### src/bsbe_pkg.sv
// ----------------------------------------------------------------------------
// bsbe_pkg
// Shared types and codes for the bus slave bit engine: operation codes,
// bus modes, interval codes, the engine state and the input and result beats.
// ----------------------------------------------------------------------------
package bsbe_pkg;

  localparam int unsigned ByteW = 8;

  // event codes carried by an input beat
  localparam logic [1:0] OP_TICK  = 2'd0;
  localparam logic [1:0] OP_EDGE  = 2'd1;
  localparam logic [1:0] OP_QUEUE = 2'd2;

  // bus modes
  localparam logic [2:0] MODE_IDLE  = 3'd0;
  localparam logic [2:0] MODE_ADDR  = 3'd1;
  localparam logic [2:0] MODE_RX    = 3'd2;
  localparam logic [2:0] MODE_TX    = 3'd3;
  localparam logic [2:0] MODE_OTHER = 3'd4;

  // next timer interval
  localparam logic [1:0] IV_BIT     = 2'd0;
  localparam logic [1:0] IV_TIMEOUT = 2'd1;
  localparam logic [1:0] IV_OFFSET  = 2'd2;

  // bit positions within a frame
  localparam logic [3:0] BIT_START = 4'd0;
  localparam logic [3:0] BIT_STOP  = 4'd9;
  localparam logic [3:0] BIT_TAIL  = 4'd10;

  // a received bit enters at the top of the shifter
  localparam logic [ByteW-1:0] MSB_IN = 8'h80;

  localparam logic [ByteW-1:0] COUNT_MAX = 8'hFF;

  typedef struct packed {
    logic [2:0]       mode;
    logic [3:0]       bit_index;
    logic [ByteW-1:0] byte_index;
    logic [ByteW-1:0] data_shift;
    logic [ByteW-1:0] addr_shift;
    logic [ByteW-1:0] reply_len;
    logic [ByteW-1:0] pending_replies;
    logic             timer_running;
    logic             capture_enabled;
    logic [1:0]       interval_choice;
    logic             line_level;
    logic             driving;
  } bsbe_state_t;

  typedef struct packed {
    logic [1:0]       op;
    logic             rx_level;
    logic [ByteW-1:0] tx_byte;
    logic [ByteW-1:0] tx_msg_len;
  } bsbe_item_t;

  typedef struct packed {
    logic             line_out;
    logic             drive_tx;
    logic             timer_on;
    logic             edge_armed;
    logic [1:0]       next_interval;
    logic             got_byte_valid;
    logic [ByteW-1:0] got_byte;
    logic             byte_taken;
    logic [2:0]       bus_mode;
  } bsbe_result_t;

endpackage

### src/bsbe_if.sv
// ----------------------------------------------------------------------------
// bsbe_if
// Valid/ready channels of the bus slave bit engine: the event beat going in
// and the result beat coming out.
// ----------------------------------------------------------------------------
interface bsbe_in_if;
  logic       valid;
  logic       ready;
  logic [1:0] op;
  logic       rx_level;
  logic [7:0] tx_byte;
  logic [7:0] tx_msg_len;

  modport source (output valid, output op, output rx_level, output tx_byte,
                  output tx_msg_len, input ready);
  modport sink (input valid, input op, input rx_level, input tx_byte,
                input tx_msg_len, output ready);
endinterface

interface bsbe_out_if;
  logic       valid;
  logic       ready;
  logic       line_out;
  logic       drive_tx;
  logic       timer_on;
  logic       edge_armed;
  logic [1:0] next_interval;
  logic       got_byte_valid;
  logic [7:0] got_byte;
  logic       byte_taken;
  logic [2:0] bus_mode;

  modport source (output valid, output line_out, output drive_tx, output timer_on,
                  output edge_armed, output next_interval, output got_byte_valid,
                  output got_byte, output byte_taken, output bus_mode, input ready);
  modport sink (input valid, input line_out, input drive_tx, input timer_on,
                input edge_armed, input next_interval, input got_byte_valid,
                input got_byte, input byte_taken, input bus_mode, output ready);
endinterface

### src/bus_slave_bit_engine.sv
// ----------------------------------------------------------------------------
// bus_slave_bit_engine
// Slave bit engine for a single-wire half-duplex bit-timed bus.
// ----------------------------------------------------------------------------
// One event beat (bit tick, edge capture or reply-queued notice) is taken
// every clock cycle; its result beat shows on the output channel from the
// result buffer. All of an event's work is one pass of the next-state
// logic in bsbe_step between the engine state register and the result
// register. A two-entry result buffer lets the input keep taking beats while
// one result waits; the input stalls only once both entries are full.
// device_id and broadcast_id are written through the plain write port, by
// the user only while no beat is in flight; the block does not enforce it.
module bus_slave_bit_engine (
  input  logic            clk_i,
  input  logic            rst_ni,
  input  logic            cfg_we_i,
  input  logic            cfg_idx_i,
  input  logic [7:0]      cfg_wdata_i,
  bsbe_in_if.sink         in_i,
  bsbe_out_if.source      out_o
);
  import bsbe_pkg::*;

  localparam logic CFG_DEVICE_ID    = 1'b0;
  localparam logic CFG_BROADCAST_ID = 1'b1;

  bsbe_state_t  state_q;
  bsbe_state_t  state_d;
  bsbe_item_t   item;
  bsbe_result_t result;
  bsbe_result_t out_data;
  logic [7:0]   device_id_q;
  logic [7:0]   broadcast_id_q;
  logic         in_accept;
  logic         buf_space;

  assign in_i.ready = buf_space;
  assign in_accept  = in_i.valid & buf_space;

  assign item.op         = in_i.op;
  assign item.rx_level   = in_i.rx_level;
  assign item.tx_byte    = in_i.tx_byte;
  assign item.tx_msg_len = in_i.tx_msg_len;

  // configuration registers
  always_ff @(posedge clk_i or negedge rst_ni) begin
    if (!rst_ni) begin
      device_id_q    <= 8'h00;
      broadcast_id_q <= 8'hFF;
    end else if (cfg_we_i) begin
      case (cfg_idx_i)
        CFG_DEVICE_ID:    device_id_q    <= cfg_wdata_i;
        CFG_BROADCAST_ID: broadcast_id_q <= cfg_wdata_i;
        default:          device_id_q    <= device_id_q;
      endcase
    end
  end

  // next-state logic
  bsbe_step u_step (
    .state_i        (state_q),
    .item_i         (item),
    .device_id_i    (device_id_q),
    .broadcast_id_i (broadcast_id_q),
    .state_o        (state_d),
    .result_o       (result)
  );

  // engine state
  always_ff @(posedge clk_i or negedge rst_ni) begin
    if (!rst_ni) begin
      state_q.mode            <= MODE_IDLE;
      state_q.bit_index       <= '0;
      state_q.byte_index      <= '0;
      state_q.data_shift      <= '0;
      state_q.addr_shift      <= '0;
      state_q.reply_len       <= '0;
      state_q.pending_replies <= '0;
      state_q.timer_running   <= 1'b0;
      state_q.capture_enabled <= 1'b1;
      state_q.interval_choice <= IV_BIT;
      state_q.line_level      <= 1'b1;
      state_q.driving         <= 1'b0;
    end else if (in_accept) begin
      state_q <= state_d;
    end
  end

  // result buffer
  bsbe_out_buf u_out_buf (
    .clk_i   (clk_i),
    .rst_ni  (rst_ni),
    .push_i  (in_accept),
    .data_i  (result),
    .space_o (buf_space),
    .valid_o (out_o.valid),
    .ready_i (out_o.ready),
    .data_o  (out_data)
  );

  assign out_o.line_out       = out_data.line_out;
  assign out_o.drive_tx       = out_data.drive_tx;
  assign out_o.timer_on       = out_data.timer_on;
  assign out_o.edge_armed     = out_data.edge_armed;
  assign out_o.next_interval  = out_data.next_interval;
  assign out_o.got_byte_valid = out_data.got_byte_valid;
  assign out_o.got_byte       = out_data.got_byte;
  assign out_o.byte_taken     = out_data.byte_taken;
  assign out_o.bus_mode       = out_data.bus_mode;

endmodule

### src/bsbe_step.sv
// ----------------------------------------------------------------------------
// bsbe_step
// Next-state logic of the bit engine: takes the current state and one event
// beat and gives the state after the event and the result beat.
// ----------------------------------------------------------------------------
module bsbe_step (
  input  bsbe_pkg::bsbe_state_t  state_i,
  input  bsbe_pkg::bsbe_item_t   item_i,
  input  logic [7:0]             device_id_i,
  input  logic [7:0]             broadcast_id_i,
  output bsbe_pkg::bsbe_state_t  state_o,
  output bsbe_pkg::bsbe_result_t result_o
);
  import bsbe_pkg::*;

  bsbe_state_t     nxt;
  logic            gvalid;
  logic [ByteW-1:0] gbyte;
  logic            taken;
  logic [3:0]      bi;
  logic [3:0]      bi_inc;
  logic [3:0]      bi_dec;
  logic [ByteW-1:0] byte_inc;
  logic            rx;
  logic [ByteW-1:0] rx_msb;
  logic            addr_mine;

  assign bi       = state_i.bit_index;
  assign bi_inc   = bi + 4'd1;
  assign bi_dec   = bi - 4'd1;
  assign byte_inc = state_i.byte_index + 8'd1;
  assign rx       = item_i.rx_level;
  assign rx_msb   = rx ? MSB_IN : '0;
  assign addr_mine = (state_i.addr_shift == device_id_i) ||
                     (state_i.addr_shift == broadcast_id_i);

  // event handling
  always_comb begin
    nxt    = state_i;
    gvalid = 1'b0;
    gbyte  = '0;
    taken  = 1'b0;
    case (item_i.op)
      OP_TICK: begin
        if (state_i.timer_running) begin
          nxt.interval_choice = IV_BIT;
          case (state_i.mode)
            MODE_RX: begin
              if (bi == BIT_START) begin
                nxt.data_shift = '0;
                nxt.bit_index  = bi_inc;
              end else if (bi < BIT_STOP) begin
                nxt.data_shift = (state_i.data_shift >> 1) | rx_msb;
                nxt.bit_index  = bi_inc;
              end else if (bi == BIT_STOP) begin
                gvalid = 1'b1;
                gbyte  = state_i.data_shift;
                if (rx) begin
                  nxt.capture_enabled = 1'b1;
                  nxt.bit_index       = BIT_TAIL;
                  nxt.interval_choice = IV_TIMEOUT;
                end else begin
                  nxt.capture_enabled = 1'b1;
                  nxt.timer_running   = 1'b0;
                  nxt.mode            = MODE_IDLE;
                end
              end else begin
                nxt.mode      = MODE_IDLE;
                nxt.bit_index = bi_inc;
              end
            end
            MODE_TX: begin
              if (bi == BIT_START) begin
                nxt.line_level = 1'b0;
                nxt.data_shift = item_i.tx_byte;
                taken          = 1'b1;
                nxt.bit_index  = 4'd1;
              end else if (bi < BIT_STOP) begin
                nxt.line_level = state_i.data_shift[bi_dec[2:0]];
                nxt.bit_index  = bi_inc;
              end else if (bi == BIT_STOP) begin
                // high stop bit between bytes, low after the last one
                nxt.byte_index = byte_inc;
                if (byte_inc < state_i.reply_len) begin
                  nxt.line_level = 1'b1;
                  nxt.bit_index  = BIT_START;
                end else begin
                  nxt.line_level = 1'b0;
                  nxt.bit_index  = BIT_TAIL;
                end
              end else begin
                nxt.driving         = 1'b0;
                nxt.line_level      = 1'b1;
                nxt.bit_index       = '0;
                nxt.byte_index      = '0;
                nxt.reply_len       = '0;
                nxt.capture_enabled = 1'b1;
                nxt.timer_running   = 1'b0;
                nxt.mode            = MODE_IDLE;
              end
            end
            MODE_ADDR: begin
              if (bi == BIT_START) begin
                nxt.bit_index = 4'd1;
              end else if (bi < BIT_STOP) begin
                nxt.addr_shift = (state_i.addr_shift >> 1) | rx_msb;
                nxt.bit_index  = bi_inc;
              end else if (bi == BIT_STOP) begin
                // read/write bit: high means the master writes
                if (!addr_mine) begin
                  nxt.byte_index = '0;
                  nxt.mode       = MODE_OTHER;
                  if (rx) begin
                    nxt.bit_index = BIT_START;
                  end else begin
                    nxt.capture_enabled = 1'b1;
                    nxt.bit_index       = BIT_TAIL;
                    nxt.interval_choice = IV_TIMEOUT;
                  end
                end else if (rx) begin
                  nxt.mode       = MODE_RX;
                  nxt.bit_index  = BIT_START;
                  nxt.byte_index = '0;
                end else if (state_i.pending_replies != '0) begin
                  nxt.bit_index       = BIT_TAIL;
                  nxt.pending_replies = state_i.pending_replies - 8'd1;
                end else begin
                  nxt.capture_enabled = 1'b1;
                  nxt.timer_running   = 1'b0;
                  nxt.mode            = MODE_IDLE;
                end
              end else if (bi == BIT_TAIL) begin
                nxt.bit_index  = BIT_START;
                nxt.byte_index = '0;
                nxt.reply_len  = item_i.tx_msg_len;
                nxt.line_level = 1'b1;
                nxt.driving    = 1'b1;
                nxt.mode       = MODE_TX;
              end
            end
            MODE_OTHER: begin
              // follow the frame without keeping the data
              if (bi == BIT_START) begin
                nxt.bit_index = bi_inc;
              end else if (bi < BIT_STOP) begin
                nxt.byte_index = (state_i.byte_index >> 1) | rx_msb;
                nxt.bit_index  = bi_inc;
              end else if (bi == BIT_STOP) begin
                nxt.byte_index = '0;
                if (rx) begin
                  nxt.capture_enabled = 1'b1;
                  nxt.bit_index       = BIT_TAIL;
                  nxt.interval_choice = IV_TIMEOUT;
                end else begin
                  nxt.capture_enabled = 1'b1;
                  nxt.timer_running   = 1'b0;
                  nxt.mode            = MODE_IDLE;
                end
              end else begin
                nxt.timer_running = 1'b0;
                nxt.mode          = MODE_IDLE;
                nxt.bit_index     = bi_inc;
              end
            end
            default: begin
              nxt.line_level      = 1'b1;
              nxt.driving         = 1'b0;
              nxt.capture_enabled = 1'b1;
              nxt.timer_running   = 1'b0;
              nxt.mode            = MODE_IDLE;
            end
          endcase
        end
      end
      OP_EDGE: begin
        if (state_i.capture_enabled) begin
          nxt.capture_enabled = 1'b0;
          nxt.interval_choice = IV_OFFSET;
          nxt.timer_running   = 1'b1;
          nxt.bit_index       = BIT_START;
          if (state_i.mode == MODE_IDLE) begin
            nxt.mode       = MODE_ADDR;
            nxt.byte_index = '0;
          end
        end
      end
      OP_QUEUE: begin
        if (state_i.pending_replies != COUNT_MAX) begin
          nxt.pending_replies = state_i.pending_replies + 8'd1;
        end
      end
      default: begin
        nxt = state_i;
      end
    endcase
  end

  // result beat reflects the state after the event
  always_comb begin
    result_o.line_out       = nxt.line_level;
    result_o.drive_tx       = nxt.driving;
    result_o.timer_on       = nxt.timer_running;
    result_o.edge_armed     = nxt.capture_enabled;
    result_o.next_interval  = nxt.interval_choice;
    result_o.got_byte_valid = gvalid;
    result_o.got_byte       = gbyte;
    result_o.byte_taken     = taken;
    result_o.bus_mode       = nxt.mode;
  end

  assign state_o = nxt;

endmodule

### src/bsbe_out_buf.sv
// ----------------------------------------------------------------------------
// bsbe_out_buf
// Two-entry result buffer: an output register with a skid stage behind it,
// so a new beat is taken while the previous result still waits.
// ----------------------------------------------------------------------------
module bsbe_out_buf (
  input  logic                   clk_i,
  input  logic                   rst_ni,
  input  logic                   push_i,
  input  bsbe_pkg::bsbe_result_t data_i,
  output logic                   space_o,
  output logic                   valid_o,
  input  logic                   ready_i,
  output bsbe_pkg::bsbe_result_t data_o
);
  import bsbe_pkg::*;

  logic         out_valid_q;
  logic         skid_valid_q;
  bsbe_result_t out_data_q;
  bsbe_result_t skid_data_q;
  logic         pop;

  assign pop     = out_valid_q & ready_i;
  assign space_o = ~skid_valid_q;
  assign valid_o = out_valid_q;
  assign data_o  = out_data_q;

  // valid flags
  always_ff @(posedge clk_i or negedge rst_ni) begin
    if (!rst_ni) begin
      out_valid_q  <= 1'b0;
      skid_valid_q <= 1'b0;
    end else begin
      if (push_i) begin
        if (out_valid_q && !pop) begin
          skid_valid_q <= 1'b1;
        end else begin
          out_valid_q <= 1'b1;
        end
      end else if (pop) begin
        if (skid_valid_q) begin
          skid_valid_q <= 1'b0;
        end else begin
          out_valid_q <= 1'b0;
        end
      end
    end
  end

  // payload
  always_ff @(posedge clk_i) begin
    if (push_i) begin
      if (out_valid_q && !pop) begin
        skid_data_q <= data_i;
      end else begin
        out_data_q <= data_i;
      end
    end else if (pop && skid_valid_q) begin
      out_data_q <= skid_data_q;
    end
  end

endmodule

### src/flat_wrapper.sv
// flat-port wrapper written by rule: the top's interface ports become plain ports
module bus_slave_bit_engine_flat import bsbe_pkg::*;
  (clk_i, rst_ni, cfg_we_i, cfg_idx_i, cfg_wdata_i, in_i_valid, in_i_op, in_i_rx_level, in_i_tx_byte, in_i_tx_msg_len, in_i_ready, out_o_valid, out_o_line_out, out_o_drive_tx, out_o_timer_on, out_o_edge_armed, out_o_next_interval, out_o_got_byte_valid, out_o_got_byte, out_o_byte_taken, out_o_bus_mode, out_o_ready);
  bsbe_in_if in_i_i ();
  bsbe_out_if out_o_i ();
  input  logic clk_i;
  input  logic rst_ni;
  input  logic cfg_we_i;
  input  logic cfg_idx_i;
  input  logic [7:0] cfg_wdata_i;
  input wire logic [$bits(in_i_i.valid)-1:0] in_i_valid;
  input wire logic [$bits(in_i_i.op)-1:0] in_i_op;
  input wire logic [$bits(in_i_i.rx_level)-1:0] in_i_rx_level;
  input wire logic [$bits(in_i_i.tx_byte)-1:0] in_i_tx_byte;
  input wire logic [$bits(in_i_i.tx_msg_len)-1:0] in_i_tx_msg_len;
  output wire logic [$bits(in_i_i.ready)-1:0] in_i_ready;
  output wire logic [$bits(out_o_i.valid)-1:0] out_o_valid;
  output wire logic [$bits(out_o_i.line_out)-1:0] out_o_line_out;
  output wire logic [$bits(out_o_i.drive_tx)-1:0] out_o_drive_tx;
  output wire logic [$bits(out_o_i.timer_on)-1:0] out_o_timer_on;
  output wire logic [$bits(out_o_i.edge_armed)-1:0] out_o_edge_armed;
  output wire logic [$bits(out_o_i.next_interval)-1:0] out_o_next_interval;
  output wire logic [$bits(out_o_i.got_byte_valid)-1:0] out_o_got_byte_valid;
  output wire logic [$bits(out_o_i.got_byte)-1:0] out_o_got_byte;
  output wire logic [$bits(out_o_i.byte_taken)-1:0] out_o_byte_taken;
  output wire logic [$bits(out_o_i.bus_mode)-1:0] out_o_bus_mode;
  input wire logic [$bits(out_o_i.ready)-1:0] out_o_ready;
  assign in_i_i.valid = in_i_valid;
  assign in_i_i.op = in_i_op;
  assign in_i_i.rx_level = in_i_rx_level;
  assign in_i_i.tx_byte = in_i_tx_byte;
  assign in_i_i.tx_msg_len = in_i_tx_msg_len;
  assign in_i_ready = in_i_i.ready;
  assign out_o_valid = out_o_i.valid;
  assign out_o_line_out = out_o_i.line_out;
  assign out_o_drive_tx = out_o_i.drive_tx;
  assign out_o_timer_on = out_o_i.timer_on;
  assign out_o_edge_armed = out_o_i.edge_armed;
  assign out_o_next_interval = out_o_i.next_interval;
  assign out_o_got_byte_valid = out_o_i.got_byte_valid;
  assign out_o_got_byte = out_o_i.got_byte;
  assign out_o_byte_taken = out_o_i.byte_taken;
  assign out_o_bus_mode = out_o_i.bus_mode;
  assign out_o_i.ready = out_o_ready;
  bus_slave_bit_engine u_core (.clk_i(clk_i), .rst_ni(rst_ni), .cfg_we_i(cfg_we_i), .cfg_idx_i(cfg_idx_i), .cfg_wdata_i(cfg_wdata_i), .in_i(in_i_i), .out_o(out_o_i));
endmodule
### config.mk
export PLATFORM = sky130hd
export DESIGN_NAME = bus_slave_bit_engine_flat
export DESIGN_NICKNAME = d
export VERILOG_FILES = /design/src/bsbe_pkg.sv /design/src/bsbe_if.sv /design/src/bus_slave_bit_engine.sv /design/src/bsbe_step.sv /design/src/bsbe_out_buf.sv /design/src/flat_wrapper.sv
export SDC_FILE = /design/constraint.sdc
export NUM_CORES = 1
export LEC_CHECK = 0
export BUFFER_PORTS_ARGS = -buffer_cell sky130_fd_sc_hd__buf_2
export CORE_UTILIZATION = 55
export CTS_BUF_LIST = sky130_fd_sc_hd__clkbuf_2
export CTS_CLUSTER_SIZE = 8
export DETAILED_ROUTE_END_ITERATION = 6
export PLACE_DENSITY_LB_ADDON = 0.2
export SETUP_SLACK_MARGIN = 0.02
export SLEW_MARGIN = 20
export SYNTH_ARGS = -nofsm -noshare
export SYNTH_HDL_FRONTEND = slang
export SYNTH_SLANG_ARGS = --single-unit
### constraint.sdc
create_clock -name clk_i -period 3.4 [get_ports clk_i]
set_clock_uncertainty 0.1 [all_clocks]
set_input_delay 0.17 -clock clk_i [delete_from_list [all_inputs] [get_ports clk_i]]
set_output_delay 0.17 -clock clk_i [all_outputs]
set_load 0.005 [all_outputs]
==> flow_summary_export.csv <==
group,metric,value,unit
status,status,"finished, violations left",
status,violations,"design-rule violations",
floorplan,io_pins,54,
clocking,clockRootBuffer,"clkbuf_2",
timing,min_period,2.997,ns
timing,final_max_slew_viol_count,0,
final_layout,diodes,0,
setup_path,reg2regPathDepth,11,
min_path,min-delay-start,"cfg_idx_i",
setup_path,reg2reg_setup_slack,0.40,ns
grt,grt_first_pass_wirelength,23180,um
final_layout,fin_nets,719,
grt,antenna_found_initial,0,
yosys,synth_nets,639,
grt,grt.total_usage,0.2558,
grt,grt_max_degree,42,
run,drv_cap,0,
pwr,leakage,2.840,nW
clocking,numCtsBuffers,9,
clocking,cts_tree,"done",
yosys,synthCells,591,
setup_path,crit_fanout,6,
yosys,ys.flop_type,"dfrtp_1",
clocking,clk_pin_slew,0.32,ns
yosys,synthXorXnorAreaFrac,0.03844,
setup_path,required,3.69,ns
final_layout,final_area,7038,um^2
floorplan,design.die.area,11610,um^2
drt,vias,4982,
floorplan,start_util,0.5650,
pwr,vdd_drop_max,359.1,uV
floorplan,die_h,107.8,um
clocking,cts_sinks,109,
yosys,syn_area,6152,um^2
pwr,power,0.003063,W
yosys,synth_compound_area_frac,0.1594,
setup_path,crit_type,"flip-flop to flip-flop",
grt,grt_pass1_vias,4852,
clocking,clk_latency,0.61,ns
drt,via_per_inst,6.105,
drt,drc,1,
drt,drt-initial-drc-count,442,
timing,finalSetupTns,0,ns
place,dp_hpwl,9816,um
timing,rsz0062_at_grt,"no",
setup_path,timing.rr.end,"u_core.u_out_buf.data_o[18]",
floorplan,die_w,107.8,um
timing,hold_viol,0,
clocking,cts_max_level,3,
timing,worst_pin_slew,0.8933,ns
timing,setup_ws,0.4033,ns
setup_path,critPathLaunchType,"flip-flop",
yosys,synth_top_family_by_area,"simple AND/OR/NAND/NOR gates",
final_layout,fill_cells,893,
drt,wl,13840,um
grt,overflow,0,
setup_path,worstPathArrival,3.29,ns
yosys,yosys.area_share.simple,0.1775,
pwr,power.density,435.1,nW/um^2
place,dp_slack,0.5212,ns
min_path,worstHoldPathCells,3,
yosys,synth.area.mux_share,0.08196,
timing,max_freq,0.3337,GHz
drt,wl_per_cell,16.96,um
min_path,hold_path_class,"input port to flip-flop",
setup_path,endpoint_kind,"flip-flop",
setup_path,rr_startpoint,"u_core.state_q[38]",
floorplan,rows,38,
timing,fin_crit_sh,0.8814,
clocking,cts_max_path_buffers,2,
min_path,worstHoldEndpoint,"u_core.device_id_q[6]",
yosys,yosysSeqAreaShare,0.4763,
drt,ant_nets,0,
yosys,synth_cell_types,74,
drt,dr.pass1.iters,7,
place,postPlaceCellArea,6550,um^2
yosys,synth_edf_count,38,
timing,slew_headroom,0.4045,
floorplan,coreArea,10890,um^2
timing,finalSetupViolCount,0,
timing,fin_hold_ws,0.01547,ns
yosys,ys_ff_latch,109,
place,port_buffers,53,
yosys,synth_fa_ha_area_frac,0.03213,
place,place_congestion,0.9621,
yosys,synth_area_per_cell,10.41,um^2
yosys,yosys_warnings,0,
final_layout,area_growth,14.40,%
yosys,async_flop_share,0.6514,
final_layout,final_layout_size_suffix_gt1_frac,0.2263,
[kinds of logic (layout without fill, tap and decap cells)]
family,after synthesis,in the layout
muxes,43,43
and+or+nand+nor,201,201
adders and majority gates,16,16
AOI/OAI and AO/OA,141,141
buffers and inverters,54,139
DFF,109,109
xor gates and xnor gates,27,27
[routing by layer]
metal,GRT usage,vias to the layer above,part of all wire
li1,-,2346,-
met1,0.3440,2434,0.45
met2,0.4203,174,0.47
met3,0.04843,28,0.060
met4,0.07436,0,0.017
met5,0,-,0
[synthesized netlist by cell type (13+ instances only)]
cell type | n | share of area
dfrtp_1 | 61 | 0.25
nor2_1 | 43 | 0.026
mux2_2 | 39 | 0.071
edfxtp_1 | 38 | 0.19
nand2_1 | 37 | 0.023
o21ai_0 | 28 | 0.023
clkbuf_1 | 25 | 0.015
xnor2_1 | 25 | 0.036
a21oi_1 | 24 | 0.020
nand3_1 | 22 | 0.018
nor3_1 | 21 | 0.017
inv_1 | 20 | 0.012
ha_1 | 15 | 0.031
a22oi_1 | 13 | 0.016
[cell type report]
type / count / area [um^2] / share of cell area
Clock inverter: 7 / 62.56 / 0.008889
Multi-Input combinational cell: 428 / 3014 / 0.4283
Clock buffer: 9 / 45.04 / 0.006400
Timing Repair Buffer: 103 / 735.7 / 0.1045
Tap cell: 140 / 175.2 / 0.02489
Sequential cell: 109 / 2930 / 0.4164
Inverter: 20 / 75.07 / 0.01067
[worst max-delay path by stage]
stage | startpoint | to | slack, ns | depth (start not counted)
global route | u_core.state_q[38] | u_core.u_out_buf.data_o[18] | 0.18 | 11
CTS | u_core.state_q[38] | u_core.u_out_buf.data_o[18] | 0.44 | 11
global placement | u_core.state_q[38] | u_core.u_out_buf.data_o[18] | 0.62 | 11
finish | u_core.state_q[38] | u_core.u_out_buf.data_o[18] | 0.40 | 11
floorplan | u_core.state_q[46] | u_core.state_q[10] | 0.76 | 11
detailed placement | u_core.state_q[38] | u_core.u_out_buf.data_o[18] | 0.52 | 11
[sequential cells by signal (all words and copies together), names as in the netlist]
register and count:
u_core.u_out_buf.skid_valid_q 1, u_core.device_id_q 8, u_core.u_out_buf.data_o 19, u_core.state_q 53, u_core.u_out_buf.skid_data_q 19, u_core.u_out_buf.valid_o 1
u_core.broadcast_id_q 8
[per-stage QoR]
| step | util | instances |
|---|---|---|
| finish | 0.6464 | 816 |
| floorplan | - | 591 |
| CTS | 0.6464 | 816 |
| detailed placement | 0.6016 | 762 |
| global placement | 0.6016 | 762 |
| global route | 0.6464 | 816 |
[layout by cell type (no fill, tap or decap), types with 10 or more instances in the layout]
master         Yosys  routed
dlygate4sd3_1      0      38
o21ai_0           28      28
dfstp_2           10      10
ha_1              15      15
buf_4              0      12
nand3_1           22      22
mux2_2            39      39
xnor2_1           25      25
edfxtp_1          38      38
inv_1             20      20
a21oi_1           24      24
o21a_1            10      10
and2_1            11      11
buf_2              6      53
a22oi_1           13      13
nand2_1           37      37
nor2_1            43      43
dfrtp_1           61      61
nor3_1            21      21
nand2b_1          10      10
[timing repair]
| action | in CTS | in global routing |
|---|---|---|
| gates resized for setup | 0 | 0 |
| hold buffers | 38 | 0 |
| hold endpoints to repair | 68 | 0 |
| endpoints found under the setup margin | 0 | 0 |
| buffers inserted | 0 | 0 |
[critical path, stage by stage, from the launching register on]
cell,delay (ns)
dfrtp_1,0.50
ha_1,0.24
and3_1,0.21
nand3_1,0.11
xnor2_1,0.18
ha_1,0.31
nand4_1,0.09
a211oi_1,0.32
o21ai_0,0.19
a21oi_1,0.26
o2bb2ai_1,0.16
o21ai_0,0.10
[report_power, final]
part	total, W	switching (W)	internal (W)
Sequential	0.00174	0.000137	0.00161
Combinational	0.000742	0.000392	0.000350
Clock	0.000576	0.000460	0.000117
(Power assumes the default switching activity.)
